File: config.mk
export PLATFORM = sky130hd
export DESIGN_NAME = vendor_ie_ack_extractor_top_flat
export DESIGN_NICKNAME = d
export VERILOG_FILES = /design/src/rtl/vie_pkg.sv /design/src/rtl/vie_ifs.sv /design/src/rtl/vie_cfg_regs.sv /design/src/rtl/vie_atoi.sv /design/src/rtl/vendor_ie_ack_extractor_top.sv /design/src/flat_wrapper.sv
export VERILOG_INCLUDE_DIRS = /design/src /design/src/rtl
export SDC_FILE = /design/constraint.sdc
export NUM_CORES = 1
export LEC_CHECK = 0
export ABC_AREA = 1
export BUFFER_PORTS_ARGS = -buffer_cell sky130_fd_sc_hd__buf_2
export CAP_MARGIN = 20
export CORE_MARGIN = 1.5
export CORE_UTILIZATION = 40
export DETAILED_ROUTE_END_ITERATION = 16
export PLACE_DENSITY = 0.63
export SYNTH_ARGS = -nofsm -noshare
export SYNTH_HDL_FRONTEND = slang
export SYNTH_HIERARCHICAL = 1
export SYNTH_SLANG_ARGS = --single-unit
File: constraint.sdc
create_clock -name clk -period 10.28 [get_ports clk]
set_clock_uncertainty 0.1 [all_clocks]
set_input_delay 0 -clock clk [delete_from_list [all_inputs] [get_ports clk]]
set_output_delay 0 -clock clk [all_outputs]
set_load 0.01 [all_outputs]
File: src/rtl/vendor_ie_ack_extractor_top_macros.svh
// assertion macros for the vendor ie ack extractor
// expects clk and arst_n in the scope of the module that uses them
`ifndef VENDOR_IE_ACK_EXTRACTOR_TOP_MACROS_SVH
`define VENDOR_IE_ACK_EXTRACTOR_TOP_MACROS_SVH

// same-cycle implication
`define VIE_ASSERT_NOW(lbl, ante, cons, msg) \
	lbl: assert property (@(posedge clk) disable iff (!arst_n) (ante) |-> (cons)) \
		else $error(msg);

// next-cycle implication
`define VIE_ASSERT_NEXT(lbl, ante, cons, msg) \
	lbl: assert property (@(posedge clk) disable iff (!arst_n) (ante) |=> (cons)) \
		else $error(msg);

`endif

File: src/rtl/vie_pkg.sv
// shared types and constants for the vendor ie ack extractor
// no dependencies
`default_nettype none

package vie_pkg;

	localparam int unsigned PADDR_W = 3;
	localparam int unsigned REG_IDX_W = 1;

	localparam logic [REG_IDX_W-1:0] REG_VENDOR_TAG = 1'b0;
	localparam logic [REG_IDX_W-1:0] REG_VENDOR_OUI = 1'b1;

	localparam logic [7:0] VENDOR_TAG_RST = 8'd221;
	localparam logic [23:0] VENDOR_OUI_RST = 24'h010203;

	localparam logic [7:0] MIN_VENDOR_LEN = 8'd4;
	localparam logic [7:0] OUI_BYTES = 8'd3;

	localparam logic [31:0] MAG_LIMIT = 32'h8000_0000;
	localparam logic [31:0] POS_MAX = 32'h7FFF_FFFF;

	localparam logic [7:0] CH_SPACE = 8'h20;
	localparam logic [7:0] CH_TAB = 8'h09;
	localparam logic [7:0] CH_CR = 8'h0D;
	localparam logic [7:0] CH_PLUS = 8'h2B;
	localparam logic [7:0] CH_MINUS = 8'h2D;
	localparam logic [7:0] CH_ZERO = 8'h30;
	localparam logic [7:0] CH_NINE = 8'h39;

	typedef enum logic [2:0] {
		WALK_TAG  = 3'b001,
		WALK_LEN  = 3'b010,
		WALK_BODY = 3'b100
	} walk_phase_t;

	typedef enum logic [2:0] {
		TEXT_SKIP   = 3'b001,
		TEXT_DIGITS = 3'b010,
		TEXT_DONE   = 3'b100
	} text_phase_t;

	typedef struct packed {
		logic [7:0]  vendor_tag;
		logic [23:0] vendor_oui;
	} cfg_t;

	typedef struct packed {
		logic       clear;
		logic       feed;
		logic [7:0] ch;
	} text_ctl_t;

endpackage

`default_nettype wire

File: src/rtl/vie_ifs.sv
// request channel interfaces for blob bytes and ack results
// no dependencies
`default_nettype none

interface vie_blob_if;
	logic       valid;
	logic       ready;
	logic [7:0] blob_byte;
	logic       blob_end;

	modport source (output valid, output blob_byte, output blob_end, input ready);
	modport sink (input valid, input blob_byte, input blob_end, output ready);
endinterface

interface vie_ack_if;
	logic               valid;
	logic               ready;
	logic               ack_found;
	logic signed [31:0] ack_number;

	modport source (output valid, output ack_found, output ack_number, input ready);
	modport sink (input valid, input ack_found, input ack_number, output ready);
endinterface

`default_nettype wire

File: src/rtl/vie_cfg_regs.sv
// apb configuration registers: vendor tag and vendor oui
// depends on vie_pkg
`default_nettype none

module vie_cfg_regs (
	input  wire logic                         clk,
	input  wire logic                         arst_n,
	input  wire logic                         psel,
	input  wire logic                         penable,
	input  wire logic                         pwrite,
	input  wire logic [vie_pkg::PADDR_W-1:0]  paddr,
	input  wire logic [31:0]                  pwdata,
	output logic [31:0]                       prdata,
	output logic                              pready,
	output vie_pkg::cfg_t                     cfg
);

	logic [7:0]  tag_q;
	logic [23:0] oui_q;
	logic        wr_en;
	logic [vie_pkg::REG_IDX_W-1:0] reg_idx;

	assign pready = 1'b1;
	assign wr_en = psel && penable && pwrite;
	assign reg_idx = paddr[vie_pkg::PADDR_W-1:2];

	always_ff @(posedge clk or negedge arst_n) begin
		if (!arst_n) begin
			tag_q <= vie_pkg::VENDOR_TAG_RST;
			oui_q <= vie_pkg::VENDOR_OUI_RST;
		end else if (wr_en) begin
			unique case (reg_idx)
				vie_pkg::REG_VENDOR_TAG: tag_q <= pwdata[7:0];
				vie_pkg::REG_VENDOR_OUI: oui_q <= pwdata[23:0];
				default: ;
			endcase
		end
	end

	always_comb begin
		prdata = '0;
		unique case (reg_idx)
			vie_pkg::REG_VENDOR_TAG: prdata = {24'd0, tag_q};
			vie_pkg::REG_VENDOR_OUI: prdata = {8'd0, oui_q};
			default: prdata = '0;
		endcase
	end

	assign cfg.vendor_tag = tag_q;
	assign cfg.vendor_oui = oui_q;

endmodule

`default_nettype wire

File: src/rtl/vie_atoi.sv
// decimal text reader: blanks, optional sign, saturating digit accumulate
// depends on vie_pkg
`default_nettype none

module vie_atoi (
	input  wire logic              clk,
	input  wire logic              arst_n,
	input  vie_pkg::text_ctl_t     ctl,
	output logic signed [31:0]     value
);

	vie_pkg::text_phase_t phase_q, phase_d;
	logic        neg_q, neg_d;
	logic [31:0] mag_q, mag_d;
	logic        blank, digit, sign_taken;
	logic [35:0] prod;

	assign blank = (ctl.ch == vie_pkg::CH_SPACE) ||
		((ctl.ch >= vie_pkg::CH_TAB) && (ctl.ch <= vie_pkg::CH_CR));
	assign digit = (ctl.ch >= vie_pkg::CH_ZERO) && (ctl.ch <= vie_pkg::CH_NINE);
	assign prod = {1'b0, mag_q, 3'b000} + {3'b000, mag_q, 1'b0} +
		{32'd0, ctl.ch[3:0]};

	always_comb begin
		phase_d = phase_q;
		neg_d = neg_q;
		mag_d = mag_q;
		sign_taken = 1'b0;
		if (ctl.feed) begin
			if ((phase_q == vie_pkg::TEXT_SKIP) && !blank) begin
				phase_d = vie_pkg::TEXT_DIGITS;
				if ((ctl.ch == vie_pkg::CH_PLUS) || (ctl.ch == vie_pkg::CH_MINUS)) begin
					neg_d = (ctl.ch == vie_pkg::CH_MINUS);
					sign_taken = 1'b1;
				end
			end
			if ((phase_d == vie_pkg::TEXT_DIGITS) && !sign_taken) begin
				if (digit) begin
					mag_d = (prod > {4'd0, vie_pkg::MAG_LIMIT}) ?
						vie_pkg::MAG_LIMIT : prod[31:0];
				end else begin
					phase_d = vie_pkg::TEXT_DONE;
				end
			end
		end
	end

	// value as settled after this byte
	always_comb begin
		if (neg_d) begin
			value = signed'(32'd0 - mag_d);
		end else begin
			value = signed'(mag_d[31] ? vie_pkg::POS_MAX : mag_d);
		end
	end

	always_ff @(posedge clk or negedge arst_n) begin
		if (!arst_n) begin
			phase_q <= vie_pkg::TEXT_SKIP;
			neg_q <= 1'b0;
			mag_q <= '0;
		end else if (ctl.clear) begin
			phase_q <= vie_pkg::TEXT_SKIP;
			neg_q <= 1'b0;
			mag_q <= '0;
		end else begin
			phase_q <= phase_d;
			neg_q <= neg_d;
			mag_q <= mag_d;
		end
	end

endmodule

`default_nettype wire

File: src/rtl/vendor_ie_ack_extractor_top.sv
// Vendor IE ack extractor, top level.
// Depends on vie_pkg, vie_ifs, vie_cfg_regs, vie_atoi and the macros header.
//
// Usage:
//   blob (sink): one byte of an information-element blob per request, with
//     blob_end on the last byte. Elements are walked as tag, length, body.
//   ack (source): one request per blob, issued after its last byte, with
//     ack_found and the stored ack_number (kept from earlier blobs if no
//     complete matching vendor element was seen).
//   apb: vendor_tag at 0x0, vendor_oui at 0x4; write only while idle.
// Timing:
//   a byte is registered in the input register on accept and processed as it
//   leaves, which for a blob-end byte also loads the result register for ack.
//   One byte per cycle is sustained while no result is held on ack, limited by
//   the single walker update per cycle.
// Reset: registers return to tag 221 and oui 0x010203, the stored number to
//   zero and the walk to expecting a tag byte.
// Stall: a result held on ack blocks only the next blob-end byte, which waits
//   in the input register and holds off further bytes until ack is taken.
`default_nettype none
`include "vendor_ie_ack_extractor_top_macros.svh"

module vendor_ie_ack_extractor_top (
	input  wire logic                         clk,
	input  wire logic                         arst_n,
	vie_blob_if.sink                          blob,
	vie_ack_if.source                         ack,
	input  wire logic                         psel,
	input  wire logic                         penable,
	input  wire logic                         pwrite,
	input  wire logic [vie_pkg::PADDR_W-1:0]  paddr,
	input  wire logic [31:0]                  pwdata,
	output logic [31:0]                       prdata,
	output logic                              pready
);

	vie_pkg::cfg_t      cfg;
	vie_pkg::text_ctl_t text_ctl;
	logic signed [31:0] text_value;

	logic        valid_s1;
	logic [7:0]  byte_s1;
	logic        end_s1;
	logic        go;

	vie_pkg::walk_phase_t walk_q, walk_d;
	logic [7:0]  tag_q, tag_d;
	logic [7:0]  len_q, len_d;
	logic [7:0]  pos_q, pos_d;
	logic        match_q, match_d;
	logic signed [31:0] stored_q, stored_d;
	logic        found_q, found_d, found_nx;
	logic [7:0]  oui_byte;

	logic        out_valid_q;
	logic        out_found_q;
	logic signed [31:0] out_number_q;

	vie_cfg_regs u_cfg (
		.clk     (clk),
		.arst_n  (arst_n),
		.psel    (psel),
		.penable (penable),
		.pwrite  (pwrite),
		.paddr   (paddr),
		.pwdata  (pwdata),
		.prdata  (prdata),
		.pready  (pready),
		.cfg     (cfg)
	);

	vie_atoi u_atoi (
		.clk    (clk),
		.arst_n (arst_n),
		.ctl    (text_ctl),
		.value  (text_value)
	);

	assign go = valid_s1 && !(end_s1 && out_valid_q && !ack.ready);
	assign blob.ready = !valid_s1 || go;

	always_ff @(posedge clk or negedge arst_n) begin
		if (!arst_n) begin
			valid_s1 <= 1'b0;
		end else if (blob.valid && blob.ready) begin
			valid_s1 <= 1'b1;
		end else if (go) begin
			valid_s1 <= 1'b0;
		end
	end

	always_ff @(posedge clk) begin
		if (blob.valid && blob.ready) begin
			byte_s1 <= blob.blob_byte;
			end_s1 <= blob.blob_end;
		end
	end

	always_comb begin
		case (pos_q[1:0])
			2'd0: oui_byte = cfg.vendor_oui[23:16];
			2'd1: oui_byte = cfg.vendor_oui[15:8];
			default: oui_byte = cfg.vendor_oui[7:0];
		endcase
	end

	assign text_ctl.ch = byte_s1;
	assign text_ctl.feed = go && (walk_q == vie_pkg::WALK_BODY) && (pos_q >= vie_pkg::OUI_BYTES);
	assign text_ctl.clear = go && ((walk_q == vie_pkg::WALK_LEN) || end_s1);

	always_comb begin
		walk_d = walk_q;
		tag_d = tag_q;
		len_d = len_q;
		pos_d = pos_q;
		match_d = match_q;
		stored_d = stored_q;
		found_d = found_q;
		unique case (walk_q)
			vie_pkg::WALK_TAG: begin
				tag_d = byte_s1;
				walk_d = vie_pkg::WALK_LEN;
			end
			vie_pkg::WALK_LEN: begin
				len_d = byte_s1;
				pos_d = '0;
				match_d = 1'b1;
				walk_d = (byte_s1 == 8'd0) ? vie_pkg::WALK_TAG : vie_pkg::WALK_BODY;
			end
			vie_pkg::WALK_BODY: begin
				if ((pos_q < vie_pkg::OUI_BYTES) && (byte_s1 != oui_byte)) begin
					match_d = 1'b0;
				end
				if (({1'b0, pos_q} + 9'd1) >= {1'b0, len_q}) begin
					if ((tag_q == cfg.vendor_tag) && (len_q >= vie_pkg::MIN_VENDOR_LEN) &&
						match_d) begin
						stored_d = text_value;
						found_d = 1'b1;
					end
					walk_d = vie_pkg::WALK_TAG;
				end else begin
					pos_d = pos_q + 8'd1;
				end
			end
			default: walk_d = vie_pkg::WALK_TAG;
		endcase
		found_nx = found_d;
		if (end_s1) begin
			walk_d = vie_pkg::WALK_TAG;
			found_nx = 1'b0;
		end
	end

	always_ff @(posedge clk or negedge arst_n) begin
		if (!arst_n) begin
			walk_q <= vie_pkg::WALK_TAG;
			found_q <= 1'b0;
			stored_q <= '0;
		end else if (go) begin
			walk_q <= walk_d;
			found_q <= found_nx;
			stored_q <= stored_d;
		end
	end

	always_ff @(posedge clk) begin
		if (go) begin
			tag_q <= tag_d;
			len_q <= len_d;
			pos_q <= pos_d;
			match_q <= match_d;
		end
	end

	// result register
	always_ff @(posedge clk or negedge arst_n) begin
		if (!arst_n) begin
			out_valid_q <= 1'b0;
		end else if (go && end_s1) begin
			out_valid_q <= 1'b1;
		end else if (ack.ready) begin
			out_valid_q <= 1'b0;
		end
	end

	always_ff @(posedge clk) begin
		if (go && end_s1) begin
			out_found_q <= found_d;
			out_number_q <= stored_d;
		end
	end

	assign ack.valid = out_valid_q;
	assign ack.ack_found = out_found_q;
	assign ack.ack_number = out_number_q;

	`VIE_ASSERT_NEXT(a_result_only_on_end, !(valid_s1 && end_s1), !$rose(out_valid_q), "result without blob end")
	`VIE_ASSERT_NEXT(a_walk_restarts, go && end_s1, (walk_q == vie_pkg::WALK_TAG) && !found_q, "walk not restarted after blob end")
	`VIE_ASSERT_NOW(a_no_overwrite, out_valid_q && !ack.ready && valid_s1 && end_s1, !go, "held result overwritten")
	`VIE_ASSERT_NOW(a_pos_in_body, walk_q == vie_pkg::WALK_BODY, pos_q < len_q, "body position past element length")

endmodule

`default_nettype wire

File: src/flat_wrapper.sv
// flat-port wrapper written by rule: the top's interface ports become plain ports
module vendor_ie_ack_extractor_top_flat 
  (clk, arst_n, psel, penable, pwrite, paddr, pwdata, prdata, pready, blob_valid, blob_blob_byte, blob_blob_end, blob_ready, ack_valid, ack_ack_found, ack_ack_number, ack_ready);
  vie_blob_if blob_i ();
  vie_ack_if ack_i ();
  input  wire logic clk;
  input  wire logic arst_n;
  input  wire logic psel;
  input  wire logic penable;
  input  wire logic pwrite;
  input  wire logic [vie_pkg::PADDR_W-1:0] paddr;
  input  wire logic [31:0] pwdata;
  output logic [31:0] prdata;
  output logic pready;
  input wire logic [$bits(blob_i.valid)-1:0] blob_valid;
  input wire logic [$bits(blob_i.blob_byte)-1:0] blob_blob_byte;
  input wire logic [$bits(blob_i.blob_end)-1:0] blob_blob_end;
  output wire logic [$bits(blob_i.ready)-1:0] blob_ready;
  output wire logic [$bits(ack_i.valid)-1:0] ack_valid;
  output wire logic [$bits(ack_i.ack_found)-1:0] ack_ack_found;
  output wire logic [$bits(ack_i.ack_number)-1:0] ack_ack_number;
  input wire logic [$bits(ack_i.ready)-1:0] ack_ready;
  assign blob_i.valid = blob_valid;
  assign blob_i.blob_byte = blob_blob_byte;
  assign blob_i.blob_end = blob_blob_end;
  assign blob_ready = blob_i.ready;
  assign ack_valid = ack_i.valid;
  assign ack_ack_found = ack_i.ack_found;
  assign ack_ack_number = ack_i.ack_number;
  assign ack_i.ready = ack_ready;
  vendor_ie_ack_extractor_top u_core (.clk(clk), .arst_n(arst_n), .blob(blob_i), .ack(ack_i), .psel(psel), .penable(penable), .pwrite(pwrite), .paddr(paddr), .pwdata(pwdata), .prdata(prdata), .pready(pready));
endmodule
* After elaboration in Yosys (flattened, before gate mapping)
Index checks and enable logic that the tools add are counted.
** Storage, ports and cells
- Register bits after elaboration :: 173
- Output and inout bits :: 68
- Bits of input ports :: 51
** Cells by class
- Bitwise logic cells :: 1
- Reduce and logical (&&, ||, !) cells :: 39
- Equality and inequality tests :: 13
- Muxes and demuxes :: 42
- Order comparisons :: 9
- Add/subtract/negate cells :: 5
** Operators with widths (number)
- $mux 32 :: 9
- $pmux 32 s2 :: 1
- $add 35x33->36 :: 1
- $add 36x4->36 :: 1
- $gt 36x32->1 const B :: 1
- $pmux 8 s2 :: 2
- $sub 1x32->32 const A :: 1
- $mux 31 :: 1
- $mux 3 :: 9
- $eq 8x6->1 const B :: 3
- $logic_and 1x1->1 :: 17
- $mux 1 :: 17
- $reduce_and 2->1 :: 6
- $add 8x1->9 const B :: 1
- $ge 9x8->1 :: 1
- $pmux 3 s3 :: 1
- $add 8x1->8 const B :: 1
- $eq 8x8->1 :: 1
- $ge 8x2->1 const B :: 1
- $ge 8x3->1 const B :: 1
- $ge 8x4->1 const B :: 1
- $ge 8x6->1 const B :: 1
- $le 8x4->1 const B :: 1
- $le 8x6->1 const B :: 1
- other kinds (17) :: 29

* Logic depth before layout (Yosys ltp)
- Word-level depth :: 16
- Depth in mapped cells :: 36
- Gate-level depth less buffers :: 35

* By module
The synthesis kept the hierarchy.
** Modules (own cells, without submodules)
- vie_atoi :: area each 6417.4 µm², times used 1, sequential area each 902.1 µm², cells an instance 1112
- vendor_ie_ack_extractor_top :: area each 5012.3 µm², times used 1, sequential area each 2964.1 µm², cells an instance 546
- vie_cfg_regs :: area each 1580.3 µm², times used 1, sequential area each 813.3 µm², cells an instance 212

* Worst setup path before layout
No wires, ideal clock.
- Kind :: reg2reg
- Start point :: reg u_core.byte_s1[3]
- End point :: reg u_core.out_number_q[26], in the netlist u_core/ack.ack_number[26], data pin
- Setup time :: 0.252 ns
- Arrival :: 3.987 ns
- Path slack :: 5.941 ns
- Stages on the path, launching flop included :: 31
- Required time :: 9.928 ns
- Cells stage by stage :: edfxtp_1 fa_1 inv_1 fa_1 inv_1 nand2_1 nand2_1 nand3_1 nand2_1 nand3_1 nand3_2 a21oi_1 or2_1 nand3b_2 nor2_4 buf_6 nand3_2 nand2_2 inv_1 ha_1 nand3_1 nor2_1 nand3_1 nor2_1 nand3_2 nand2_2 nand2_1 nand2_1 nand2_1 nand2_1 nand2_1
** Between the ends
- Longest elaborated chain between the ends :: 16
** RTL lines
- from (decl) :: RTL line vendor_ie_ack_extractor_top.sv:42 : logic [7:0] byte_s1;
- from (signal assigned) :: RTL line vendor_ie_ack_extractor_top.sv:94 : byte_s1 <= blob.blob_byte;
- branches (longest 12 deep; another with $add 36x4->36)
- $mux 32 * :: RTL line vie_atoi.sv:50 : if (neg_d) begin
- net u_core.text_value[26] :: RTL line vendor_ie_ack_extractor_top.sv:39 : logic signed [31:0] text_value;
- $mux 32 * :: RTL line vendor_ie_ack_extractor_top.sv:135 : if ((tag_q == cfg.vendor_tag) && (len_q >= vie_pkg::MIN_VENDOR_LEN) &&
- $mux 32 * :: RTL line vendor_ie_ack_extractor_top.sv:134 : if (({1'b0, pos_q} + 9'd1) >= {1'b0, len_q}) begin
- $mux 32 * :: RTL line vendor_ie_ack_extractor_top.sv:119 : unique case (walk_q)
- net u_core.stored_d[26] :: RTL line vendor_ie_ack_extractor_top.sv:51 : logic signed [31:0] stored_q, stored_d;
- to (signal assigned) :: RTL line vendor_ie_ack_extractor_top.sv:189 : out_number_q <= stored_d;
- to (decl) :: RTL line vendor_ie_ack_extractor_top.sv:57 : logic signed [31:0] out_number_q;
Mark *: on every way through the listed nets, which the timed path passes. The select of a mux whose other input is x is not followed.
A chain may end at the register's enable or synchronous reset.

* Final worst setup path
- Start point :: reg u_core.byte_s1[3]
- End point :: reg u_core.stored_q[18]
** Between the ends
- Longest elaborated chain between the ends :: 16
** RTL lines
- branches (longest 12 deep; another with $add 36x4->36)
- $mux 32 * :: RTL line vie_atoi.sv:50
- net u_core.text_value[18] :: RTL line vendor_ie_ack_extractor_top.sv:39
- $mux 32 * :: RTL line vendor_ie_ack_extractor_top.sv:135
- $mux 32 * :: RTL line vendor_ie_ack_extractor_top.sv:134
- $mux 32 * :: RTL line vendor_ie_ack_extractor_top.sv:119
- to (signal assigned) :: RTL line vendor_ie_ack_extractor_top.sv:162 : stored_q <= stored_d;
- to (decl) :: RTL line vendor_ie_ack_extractor_top.sv:51
Marks and branches as above.

==> out/results.ini <==
[outcome]
status = complete, no violations

[cts]
cts_root_buffer = clkbuf_16
htreeDepth = 4
clk_pin_slew_ns = 0.07
post-cts-setup-buffer-count = 0
cts_inserted_buffers = 17
insertion_delay_ns = 0.44
cts_tree = yes
cts_buffer_depth = 2
cts_sinks = 173

[timing]
finalSetupViolCount = 0
max_freq_ghz = 0.175
setup_ws_ns = 4.57
worstMarginPinSlew_ns = 0.976
period_share = 0.555
final_max_slew_viol_count = 0
hold_viol = 0
fin_crit_ns = 5.71
relSlewSlack = 0.348
fin_setup_tns_ns = 0
rsz0062_at_grt = false

[route]
drc = 0
wl_met3_microns = 1670
ant_nets = 0
vias_per_cell = 5.04
wirelength_microns = 35500
drtIter0Drc = 1000
wl_met1_microns = 15900
wl_met2_microns = 16900
vias = 12300
avgRoutedWirePerCell_microns = 14.6
highest_layer = met4
firstDrtPassIters = 6

[finish]
diodes = 0
drive_gt1_frac = 0.139
multi_input_area_sq_um = 7110
regArea_sq_um = 4680
fill_cells = 3235
nets = 2116
area_delta_synth_final_pct = 14.2
fin_area_sq_um = 14900

[critical_path]
crit_type = flop to flop
path_common_cell = nand2_1
crit_path_max_incr_delay_ns = 0.64
endpoint_kind = flop
cp_max_fo = 10
cp.required_ns = 10.56
slowest_stage = fa_1
arrival_ns = 5.98
crit_path_start_kind = flop

[global_routing]
gr-total-overflow = 0
antenna_found_initial = 0
grt_pass1_vias = 11700
grt.total_usage = 0.215
grt_pass1_wl_microns = 57900
grt_start_max_net_pins = 62

[synth]
ys_warn_count = 6
synth_area_leaders = nand2_1 21%, dfrtp_1 18%, edfxtp_1 15%, ha_1 7.2%, inv_1 6.6%
syn_avg_cell_area_sq_um = 6.96
ys_seq_area_frac = 0.360
synth_largest_area_cell = nand2_1
mappedNetlistArea_sq_um = 13000
syn_inst = 1870
synth-edff-count = 67
ys_seq_elements = 173
ys_types = 57
synth_top_cell_area_share = 0.207
async_reset_ff_frac = 0.613
synthFlopType = dfrtp_1

[worst_hold_path]
min_path_type = primary input to async pin

[floorplanning]
dieArea_sq_um = 33600
io_pins = 119
die_width_microns = 183
coreArea_sq_um = 31800
start_util = 0.409
die_h_microns = 183
rows = 65

[power_and_ir_drop]
combPwrFrac = 0.123
switching_share = 0.281
p_per_area_nw_per_um2 = 111
p_seq_frac = 0.489
p_clk_frac = 0.389
p_int_mw = 1.19
p_sw_mw = 0.466
ir_worst_vdd_mv = 0.120
p_leak_nw = 8.29

[run]
drv_cap = 0

[placement]
dp_slack_ns = 4.74
place_hpwl_microns = 26200
gp_routability_congestion = 0.924
port_buffers = 99
place_area_sq_um = 13800

-- Yosys cell counts (all sizes together) (3+ instances only) --
library cell / count
xnor2: 3
nor2: 174
or2: 4
dfrtp: 94
nand2: 750
nor4: 4
o21bai: 3
dfstp: 12
edfxtp: 67
nand3b: 11
a21oi: 55
ha: 75
and2: 3
nor3: 13
o21ai: 64
buf: 42
nand3: 140
nand4: 63
xor2: 13
inv: 242
clkbuf: 19
-- power by group through the flow --
stage | logic [mW] | clock network [mW] | registers [mW]
after floorplan | 0.121 | 0 | 0.811
after global placement | 0.181 | 0 | 0.821
after detailed placement | 0.184 | 0 | 0.822
after CTS | 0.197 | 0.657 | 0.809
after global routing | 0.230 | 0.689 | 0.814
final | 0.203 | 0.643 | 0.808
-- critical path: cells and delay by family, from the launching register on --
kind / cells / cell delay [ns]
flops: 1 / 0.60
fa+ha+maj: 3 / 1.29
simple gates: 19 / 2.67
compound gates: 3 / 0.64
buf+inv: 4 / 0.34
-- layout by cell type (no fill, tap or decap), drive strengths merged, types with 2 or more instances in the layout --
master,netlist,final
a21oi,55,55
and2,3,3
buf,42,110
clkbuf,19,17
clkinvlp,0,5
conb,2,9
dfrtp,94,94
dfstp,12,12
dlygate4sd3,0,43
edfxtp,67,67
fa,2,2
ha,75,75
inv,242,249
nand2,750,750
nand2b,2,2
nand3,140,140
nand3b,11,11
nand4,63,63
nor2,174,174
nor3,13,13
nor4,4,4
o211ai,2,2
o21ai,64,64
o21bai,3,3
or2,4,4
xnor2,3,3
xor2,13,13
-- per-layer routing --
metal,vias to the layer above,track usage
met1,5692,0.276
met3,63,0.0334
met4,0,0.0784
li1,6187,-
met2,334,0.367
met5,-,0
-- worst paths after layout --
path / startpoint / to / slack [ns] / cells past startpoint
max: u_core/byte_s1[3] / u_core/stored_q[18] / 4.57 / 29
min: arst_n / u_core/u_atoi/phase_q[2] / 0.02 / 2
max reg2reg: u_core/byte_s1[3] / u_core/stored_q[18] / 4.57 / 29
min reg2reg: u_core/u_cfg/oui_q[1] / u_core/u_cfg/oui_q[1] / 0.37 / 2
max in group asynchronous: arst_n / u_core/found_q / 8.83 / 3
min in group clk: paddr[2] / u_core/u_cfg/oui_q[0] / 0.09 / 3
-- cells by family (layout without fill, tap and decap cells) --
logic type / count (synthesis) / after routing / share of synthesized area
other: 2 / 9 / 0.000577
XOR/XNOR: 16 / 16 / 0.0113
AO/OA/AOI/OAI: 133 / 133 / 0.0580
buffers and inverters: 303 / 426 / 0.0972
AND/OR/NAND/NOR: 1166 / 1166 / 0.398
adder cells (fa/ha/maj): 77 / 77 / 0.0752
flip-flops: 173 / 173 / 0.360
-- stage by stage --
| stage | util | hold slack [ns] | power [mW] | instances |
|---|---|---|---|---|
| floorplan | - | -0.396 | 0.932 | 1877 |
| global placement | 0.434 | -0.0488 | 1.00 | 2357 |
| detailed placement | 0.434 | -0.0437 | 1.01 | 2357 |
| CTS | 0.464 | 0.00313 | 1.66 | 2427 |
| global route | 0.467 | 0.0584 | 1.73 | 2435 |
| finish | 0.467 | 0.0166 | 1.65 | 2435 |
-- area by class of cell --
type / count / area share
inverter: 242 / 0.0611
clock buffer: 17 / 0.0286
multi-input combinational: 1401 / 0.479
clock inverter: 14 / 0.0101
tap: 435 / 0.0366
timing repair buffer: 153 / 0.0700
sequential: 173 / 0.315
-- state kept, by name, indices dropped and copies added (netlist names), 8 cells and up --
name                   count
u_core/stored_q           32
u_core/u_cfg/tag_q         8
u_core/u_atoi/mag_q       32
u_core/tag_q               8
u_core/byte_s1             8
u_core/len_q               8
u_core/ack.ack_number     32
u_core/pos_q               8
u_core/u_cfg/oui_q        24
-- repair_timing --
item	in CTS	in global routing
hold buffers	39	4
hold endpoints to repair	88	13
resized for setup	0	0
No activity file was read; power rests on OpenSTA's default activity.
